**config.mk**
```make
export PLATFORM = sky130hd
export DESIGN_NAME = deque_with_min_max_query
export DESIGN_NICKNAME = d
export VERILOG_FILES = /design/src/sv/dqmm_pkg.sv /design/src/sv/deque_with_min_max_query.sv /design/src/sv/dqmm_ram.sv /design/src/sv/dqmm_ctrl.sv /design/src/sv/dqmm_dp.sv
export SDC_FILE = /design/constraint.sdc
export NUM_CORES = 1
export LEC_CHECK = 0
export ABC_AREA = 1
export BUFFER_PORTS_ARGS = -buffer_cell sky130_fd_sc_hd__buf_2
export CAP_MARGIN = 15
export CORE_MARGIN = 3
export CORE_UTILIZATION = 62
export CTS_CLUSTER_DIAMETER = 60
export CTS_CLUSTER_SIZE = 28
export DETAILED_ROUTE_END_ITERATION = 16
export GPL_TIMING_DRIVEN = 0
export PLACE_DENSITY = 0.79
export REMOVE_ABC_BUFFERS = 1
export SLEW_MARGIN = 20
export SYNTH_ARGS = -nofsm -noshare
export SYNTH_HDL_FRONTEND = slang
export SYNTH_HIERARCHICAL = 1
export SYNTH_SLANG_ARGS = --single-unit
```
**constraint.sdc**
```tcl
create_clock -name i_clk -period 4.3 [get_ports i_clk]
set_clock_uncertainty 0.05 [all_clocks]
set_input_delay 1.075 -clock i_clk [delete_from_list [all_inputs] [get_ports i_clk]]
set_output_delay 1.075 -clock i_clk [all_outputs]
set_load 0.005 [all_outputs]
```
**src/sv/dqmm_pkg.sv**
```systemverilog
`timescale 1ns / 1ps
package dqmm_pkg;

    localparam int DEPTH_DEF = 16;
    localparam int DATA_W    = 32;
    localparam int OP_W      = 3;
    localparam int ST_W      = 2;

    typedef enum logic [OP_W-1:0] {
        OP_PUSH_FRONT = 3'd0,
        OP_PUSH_BACK  = 3'd1,
        OP_POP_FRONT  = 3'd2,
        OP_POP_BACK   = 3'd3,
        OP_MAX        = 3'd4,
        OP_MIN        = 3'd5
    } t_op;

    typedef enum logic [ST_W-1:0] {
        ST_OK    = 2'd0,
        ST_EMPTY = 2'd1,
        ST_FULL  = 2'd2
    } t_status;

    // controller -> datapath
    typedef struct packed {
        logic exec;   // item accepted this cycle
        logic scan;   // query scan in progress
    } t_cmd;

    // datapath -> controller
    typedef struct packed {
        logic query_go;  // offered item is a query on a non-empty queue
        logic scan_end;  // last entry of the scan is being compared
    } t_stat;

endpackage

```
**src/sv/deque_with_min_max_query.sv**
```systemverilog
`timescale 1ns / 1ps
// Bounded double-ended queue of signed 32-bit values with max/min query.
//
// Input channel: an item (i_opcode, i_value_in) is taken at a rising edge
// where i_start is high and o_busy is low. Opcodes: push front, push back,
// pop front, pop back, max, min; the two unused codes are ignored with ok.
// Result channel: every item gives one result (o_status, o_found_value,
// o_count_after), shown for one cycle while o_valid is high. The receiver
// cannot stall; it must take the result in that cycle.
//
// Timing: pushes, pops, ignored codes and queries on an empty queue give
// their result in the cycle after acceptance, and o_busy stays low, so one
// such item can be taken every cycle. A query keeps o_busy high while the
// single read port of the entry RAM reads the held entries, one entry per
// cycle, and through its registered read; the result appears in the first
// cycle after o_busy falls, in which a new item may already be taken.
//
// Reset (i_rst_n low, synchronous) empties the queue and drops any scan in
// progress; the stored values themselves are not cleared.
module deque_with_min_max_query
    import dqmm_pkg::*;
#(
    parameter int DEPTH = DEPTH_DEF
) (
    input  logic                        i_clk,
    input  logic                        i_rst_n,
    input  logic                        i_start,
    output logic                        o_busy,
    input  logic [OP_W-1:0]             i_opcode,
    input  logic signed [DATA_W-1:0]    i_value_in,
    output logic                        o_valid,
    output logic [ST_W-1:0]             o_status,
    output logic signed [DATA_W-1:0]    o_found_value,
    output logic [$clog2(DEPTH+1)-1:0]  o_count_after
);

    t_cmd  cmd;
    t_stat stat;

    // sequence items: accept, then hold busy through a query scan
    dqmm_ctrl u_ctrl (
        .i_clk   (i_clk),
        .i_rst_n (i_rst_n),
        .i_start (i_start),
        .i_stat  (stat),
        .o_cmd   (cmd),
        .o_busy  (o_busy)
    );

    // front pointer, count, entry RAM, scan compare and result registers
    dqmm_dp #(
        .DEPTH (DEPTH)
    ) u_dp (
        .i_clk         (i_clk),
        .i_rst_n       (i_rst_n),
        .i_cmd         (cmd),
        .i_opcode      (i_opcode),
        .i_value_in    (i_value_in),
        .o_stat        (stat),
        .o_valid       (o_valid),
        .o_status      (o_status),
        .o_found_value (o_found_value),
        .o_count_after (o_count_after)
    );

endmodule

```
**src/sv/dqmm_ram.sv**
```systemverilog
`timescale 1ns / 1ps
module dqmm_ram #(
    parameter int WIDTH = 32,
    parameter int DEPTH = 16
) (
    input  logic                     i_clk,
    input  logic                     i_we,
    input  logic [$clog2(DEPTH)-1:0] i_waddr,
    input  logic [WIDTH-1:0]         i_wdata,
    input  logic [$clog2(DEPTH)-1:0] i_raddr,
    output logic [WIDTH-1:0]         o_rdata
);

    logic [WIDTH-1:0] r_mem [DEPTH];
    logic [WIDTH-1:0] r_rdata;

    always_ff @(posedge i_clk) begin
        if (i_we) begin
            r_mem[i_waddr] <= i_wdata;
        end
        r_rdata <= r_mem[i_raddr];
    end

    assign o_rdata = r_rdata;

endmodule

```
**src/sv/dqmm_ctrl.sv**
```systemverilog
`timescale 1ns / 1ps
module dqmm_ctrl
    import dqmm_pkg::*;
(
    input  logic  i_clk,
    input  logic  i_rst_n,
    input  logic  i_start,
    input  t_stat i_stat,
    output t_cmd  o_cmd,
    output logic  o_busy
);

    typedef enum logic {
        S_IDLE,
        S_SCAN
    } t_state;

    t_state r_state, n_state;
    logic   r_busy, n_busy;

    always_comb begin
        n_state    = r_state;
        o_cmd.exec = 1'b0;
        o_cmd.scan = 1'b0;
        unique case (r_state)
            S_IDLE: begin
                if (i_start) begin
                    o_cmd.exec = 1'b1;
                    if (i_stat.query_go) begin
                        n_state = S_SCAN;
                    end
                end
            end
            S_SCAN: begin
                o_cmd.scan = 1'b1;
                if (i_stat.scan_end) begin
                    n_state = S_IDLE;
                end
            end
            default: n_state = S_IDLE;
        endcase
        n_busy = (n_state == S_SCAN);
    end

    always_ff @(posedge i_clk) begin
        if (!i_rst_n) begin
            r_state <= S_IDLE;
            r_busy  <= 1'b0;
        end else begin
            r_state <= n_state;
            r_busy  <= n_busy;
        end
    end

    assign o_busy = r_busy;

    // no item is taken while a scan is running
    a_no_exec_in_scan: assert property (@(posedge i_clk) disable iff (!i_rst_n)
        r_busy |-> !o_cmd.exec)
        else $error("item accepted during scan");

    // a scan that ends releases the block on the next cycle
    a_scan_release: assert property (@(posedge i_clk) disable iff (!i_rst_n)
        (o_cmd.scan && i_stat.scan_end) |=> !r_busy)
        else $error("busy held after scan end");

    // a query on a non-empty queue raises busy
    a_query_busy: assert property (@(posedge i_clk) disable iff (!i_rst_n)
        (o_cmd.exec && i_stat.query_go) |=> r_busy)
        else $error("query did not start scan");

endmodule

```
**src/sv/dqmm_dp.sv**
```systemverilog
`timescale 1ns / 1ps
module dqmm_dp
    import dqmm_pkg::*;
#(
    parameter int DEPTH = DEPTH_DEF
) (
    input  logic                        i_clk,
    input  logic                        i_rst_n,
    input  t_cmd                        i_cmd,
    input  logic [OP_W-1:0]             i_opcode,
    input  logic signed [DATA_W-1:0]    i_value_in,
    output t_stat                       o_stat,
    output logic                        o_valid,
    output logic [ST_W-1:0]             o_status,
    output logic signed [DATA_W-1:0]    o_found_value,
    output logic [$clog2(DEPTH+1)-1:0]  o_count_after
);

    localparam int AW = $clog2(DEPTH);
    localparam int CW = $clog2(DEPTH + 1);

    t_op                      op;
    logic                     is_query;
    logic                     empty;
    logic                     full;
    logic [AW:0]              back_sum;
    logic [AW-1:0]            back_slot;
    logic [AW-1:0]            n_front;
    logic [CW-1:0]            n_count;
    logic                     ram_we;
    logic [AW-1:0]            ram_waddr;
    t_status                  ex_status;
    logic signed [DATA_W-1:0] rd_data;
    logic                     better;
    logic                     take;
    logic signed [DATA_W-1:0] pick;

    logic [AW-1:0]            r_front;
    logic [CW-1:0]            r_count;
    logic [CW-1:0]            r_left;
    logic                     r_rd_vld;
    logic [AW-1:0]            r_slot;
    logic                     r_want_max;
    logic                     r_have;
    logic signed [DATA_W-1:0] r_best;
    logic                     r_valid;
    t_status                  r_status;
    logic signed [DATA_W-1:0] r_found;
    logic [CW-1:0]            r_cnt_out;

    assign op       = t_op'(i_opcode);
    assign is_query = (op == OP_MAX) || (op == OP_MIN);
    assign empty    = (r_count == '0);
    assign full     = (r_count == CW'(DEPTH));

    // slot just past the back; count is below DEPTH whenever this is used
    assign back_sum  = {1'b0, r_front} + (AW+1)'(r_count);
    assign back_slot = (back_sum >= (AW+1)'(DEPTH)) ? AW'(back_sum - (AW+1)'(DEPTH))
                                                    : AW'(back_sum);

    always_comb begin
        n_front   = r_front;
        n_count   = r_count;
        ram_we    = 1'b0;
        ram_waddr = back_slot;
        ex_status = ST_OK;
        unique case (op)
            OP_PUSH_FRONT: begin
                if (full) begin
                    ex_status = ST_FULL;
                end else begin
                    n_front   = (r_front == '0) ? AW'(DEPTH - 1) : r_front - 1'b1;
                    ram_we    = i_cmd.exec;
                    ram_waddr = n_front;
                    n_count   = r_count + 1'b1;
                end
            end
            OP_PUSH_BACK: begin
                if (full) begin
                    ex_status = ST_FULL;
                end else begin
                    ram_we  = i_cmd.exec;
                    n_count = r_count + 1'b1;
                end
            end
            OP_POP_FRONT: begin
                if (empty) begin
                    ex_status = ST_EMPTY;
                end else begin
                    n_front = (r_front == AW'(DEPTH - 1)) ? '0 : r_front + 1'b1;
                    n_count = r_count - 1'b1;
                end
            end
            OP_POP_BACK: begin
                if (empty) begin
                    ex_status = ST_EMPTY;
                end else begin
                    n_count = r_count - 1'b1;
                end
            end
            OP_MAX, OP_MIN: begin
                if (empty) begin
                    ex_status = ST_EMPTY;
                end
            end
            default: ex_status = ST_OK;
        endcase
    end

    dqmm_ram #(
        .WIDTH (DATA_W),
        .DEPTH (DEPTH)
    ) u_ram (
        .i_clk   (i_clk),
        .i_we    (ram_we),
        .i_waddr (ram_waddr),
        .i_wdata (i_value_in),
        .i_raddr (r_slot),
        .o_rdata (rd_data)
    );

    assign better = r_want_max ? (rd_data > r_best) : (rd_data < r_best);
    assign take   = !r_have || better;
    assign pick   = take ? rd_data : r_best;

    assign o_stat.query_go = is_query && !empty;
    assign o_stat.scan_end = r_rd_vld && (r_left == '0);

    always_ff @(posedge i_clk) begin
        if (!i_rst_n) begin
            r_front  <= '0;
            r_count  <= '0;
            r_left   <= '0;
            r_rd_vld <= 1'b0;
            r_valid  <= 1'b0;
        end else begin
            r_valid <= (i_cmd.exec && !o_stat.query_go) || (i_cmd.scan && o_stat.scan_end);
            if (i_cmd.exec) begin
                r_front <= n_front;
                r_count <= n_count;
                if (o_stat.query_go) begin
                    r_left <= r_count;
                end
            end
            if (i_cmd.scan) begin
                r_rd_vld <= (r_left != '0);
                if (r_left != '0) begin
                    r_left <= r_left - 1'b1;
                end
            end
        end
    end

    // scan pointer, running extreme and result payload
    always_ff @(posedge i_clk) begin
        if (i_cmd.exec) begin
            if (o_stat.query_go) begin
                r_slot     <= r_front;
                r_want_max <= (op == OP_MAX);
                r_have     <= 1'b0;
            end else begin
                r_status  <= ex_status;
                r_found   <= '0;
                r_cnt_out <= n_count;
            end
        end
        if (i_cmd.scan) begin
            if (r_left != '0) begin
                r_slot <= (r_slot == AW'(DEPTH - 1)) ? '0 : r_slot + 1'b1;
            end
            if (r_rd_vld) begin
                r_best <= pick;
                r_have <= 1'b1;
            end
            if (o_stat.scan_end) begin
                r_status  <= ST_OK;
                r_found   <= pick;
                r_cnt_out <= r_count;
            end
        end
    end

    assign o_valid       = r_valid;
    assign o_status      = r_status;
    assign o_found_value = r_found;
    assign o_count_after = r_cnt_out;

    a_count_bound: assert property (@(posedge i_clk) disable iff (!i_rst_n)
        r_count <= CW'(DEPTH))
        else $error("entry count above depth");

    a_left_bound: assert property (@(posedge i_clk) disable iff (!i_rst_n)
        r_left <= r_count)
        else $error("scan length above entry count");

    a_push_grows: assert property (@(posedge i_clk) disable iff (!i_rst_n)
        (i_cmd.exec && ram_we) |=> (r_count == $past(r_count) + 1'b1))
        else $error("push did not grow the queue");

endmodule
```
==> results by group <==
Status
  – Run status: complete, no violations

Setup path
  – R2R Path End: u_dp/u_ram/r_mem[13][22]
  – Critical path endpoint category: flip-flop
  – Critical path fanouts, max: 17
  – FF-to-FF Start: u_dp/r_count[1]
  – WP data required: 4530 ps
  – Reg2Reg Setup Slack: 530 ps
  – Worst setup SP type: flip-flop
  – Critical path arrival: 4000 ps
  – Crit Path Class: flip-flop to flip-flop
  – R2R cell count: 10

Timing
  – FMAX: 265.1 MHz
  – Fin crit period: 3772 ps
  – Final hold slack: 405.1 ps
  – # setup viols final: 0
  – Worst slew pin tran: 831.7 ps
  – Setup ws final: 527.8 ps
  – RSZ-0062 raised after global routing: false
  – Slew margin rel.: 44.13%
  – Final worst-path cycle share: 87.72%
  – Max-slew violations: 0
  – Final Hold Vio Count: 0

Finish
  – Final Instance Area: 31,020 sq um
  – FF+latch area: 18,240 sq um
  – Number of fill cells in the layout: 2,938
  – Area Growth Syn to Fin: 9.748%
  – Multi-input logic area: 7391 sq um
  – Final nets: 2,948
  – Layout Utilization: 69.54%
  – Share of cells above drive strength 1: 7.671%

Route
  – Highest metal used: met5
  – Routed Antenna Nets: 0
  – Post-DR wirelength/cell: 19.22 um
  – Met3 wire length: 6502 um
  – Via count: 20,040
  – DR iter-0 viols: 2,540
  – M1 WL: 25,120 um
  – Met2 wire length: 32,040 um
  – Drt pass-1 iters: 6
  – Drt total wl: 67,050 um
  – Drt drc: 0
  – Via density: 5.744

Global route
  – First-pass GRT wire length: 102,900 um
  – Initial antenna violation count: 5
  – Vias in the first global route: 19,170
  – Largest net degree at the start of global routing: 149
  – All-Layer GR Usage: 27.87%
  – Total grt overflow: 0

Placed design
  – Hpwl dp: 40,520 um
  – Worst slack, placed: 285.0 ps
  – RePlAce Congestion: 0.8688
  – Buffers added on ports: 78
  – Placed cell area: 29,690 sq um

Logic synthesis
  – Avg Inst Size Synth: 9.942 sq um
  – Top cells by area, synth: edfxtp_1 58%, nand2_1 11%, nand3_1 7.6%
  – Synth Cell Area: 28,260 sq um
  – Largest area contributor in the netlist: edfxtp_1
  – Post-synth cell types: 40
  – Sequential fraction of the synthesis area: 64.49%
  – Syn Inst Count: 2,843
  – Syn. warnings: 6
  – Flops & latches, synth: 638
  – Synth top area share: 57.90%
  – Post-synth top flop: edfxtp_1
  – Async SR Flop Fraction: 0%
  – EDFF count, synth: 545

Die
  – Initial Utilization: 63.36%
  – Die H: 219.5 um
  – Die width: 219.5 um
  – Die area: 48,190 sq um
  – Row Count: 77
  – Core Area: 44,610 sq um
  – Ports: 79

CTS
  – Clock Tree Buf Depth: 3
  – CTS tree: done
  – CTS resizes: 0
  – Skew-Pair Late Insertion Delay: 600 ps
  – Clk slew on worst S/H paths: 90 ps
  – TritonCTS Buffers: 37
  – CTS H-Tree Depth: 2
  – Post-CTS Setup Repair Bufs: 0
  – Clock Sinks: 638
  – Hold_buf cts: 0
  – Clock root buffer: clkbuf_16

Hold path
  – Worst min path class: flip-flop to flip-flop
  – Worst Hold Endpoint: u_dp/o_found_value[10]
  – Min-delay src: u_dp/o_found_value[10]
  – Worst hold stages: 2

Pwr
  – Leakage: 13.59 nW
  – Power Density: 521.9 nW/um^2
  – Maximum VDD drop: 0.5593 mV

Run
  – Max_cap viols: 0
## layer usage
metal	vias up	track usage, %
li1	9227	-
met1	9454	35.93
met2	1094	46.16
met3	255	4.730
met4	6	13.72
met5	-	0
## sequential cells by signal, indices dropped and copies added (netlist names), 2 cells and up
register and count:
u_dp/r_best 32, u_dp/o_status 2, u_dp/r_count 5, u_dp/u_ram/o_rdata 32, u_dp/r_slot 4, u_dp/r_left 5, u_dp/o_found_value 32, u_dp/o_count_after 5
u_dp/u_ram/r_mem 512, u_dp/r_front 4
## cell usage after synthesis (4+ instances only)
cell type    n
buf_6       32
nor2_2       4
nor3_1       4
inv_1      511
nand3_1    431
nand2_1    846
buf_1       14
edfxtp_1   545
buf_4        7
o211ai_1     8
dfxtp_1     93
o21ai_0     28
nand4_1     34
and2_1      32
ha_1        42
xor2_1       9
buf_2       53
a21oi_1     31
o22ai_1      7
clkbuf_1    25
nor2_1      56
## worst max-delay path, cell delays in order (launching register included)
cell,delay [ps]
dfxtp_1,510
inv_1,180
ha_1,250
nand3_1,170
nor2_1,90
inv_1,80
nand2_1,160
o21ai_0,450
nand3_1,450
nor2_4,740
buf_12,280
## cells in the final DEF, fill, tap and decap left out, types with 5 or more instances in the layout
cell type and n:
edfxtp_1 545, buf_16 26, o21ai_0 28, nand4_1 34
nor2_1 40, o211ai_1 8, nor2_4 18, o22ai_1 7
nand3_1 431, inv_1 508, dfxtp_1 88, and2_1 32
clkbuf_16 40, a21oi_1 31, nand2_1 846, buf_12 13
ha_1 42, buf_2 78, xor2_1 9, inv_12 5
## layout make-up
class / instances / share of cell area (%)
sequential: 638 / 58.81
clock inverter: 24 / 0.9842
tap: 592 / 2.388
clock buffer: 42 / 3.283
antenna: 2 / 0.01613
timing repair buffer: 117 / 4.405
inverter: 514 / 6.292
multi-input combinational: 1559 / 23.83
## cell families after synthesis
family          synth area share (%)
compound gates                 1.788
simple gates                   21.56
fa+ha+maj                      1.930
flops                          64.49
mux                          0.03542
buf+inv                        9.823
xor+xnor                      0.3719
## stage by stage
step	total power, mW	instances	TNS (ps)
6_report	16.19	3488	0
5_1_grt	16.98	3487	0
4_1_cts	16.15	3486	0
3_5_place_dp	12.13	3420	0
3_3_place_gp	11.70	3381	-1160010
2_1_floorplan	10.61	2711	-120180
## how the worst max path moves through the flow
stage	endpoint	from	slack, ps	cells past startpoint
after global routing	u_dp/u_ram/r_mem[6][23]	u_dp/r_count[1]	390	12
after floorplan	u_dp/u_ram/o_rdata[30]	u_dp/r_slot[0]	-3620	6
after CTS	u_dp/u_ram/r_mem[13][22]	u_dp/r_count[1]	580	10
after detailed placement	u_dp/u_ram/r_mem[13][6]	i_start	290	8
final	u_dp/u_ram/r_mem[13][22]	u_dp/r_count[1]	530	10
after global placement	u_dp/u_ram/o_rdata[2]	u_dp/r_slot[0]	-9580	7
## report_power, final
group | internal [mW] | total, mW | switching (mW)
clock network | 1.90 | 4.05 | 2.15
registers | 7.03 | 7.44 | 0.403
logic | 1.54 | 4.71 | 3.16
(Power assumes the default switching activity.)
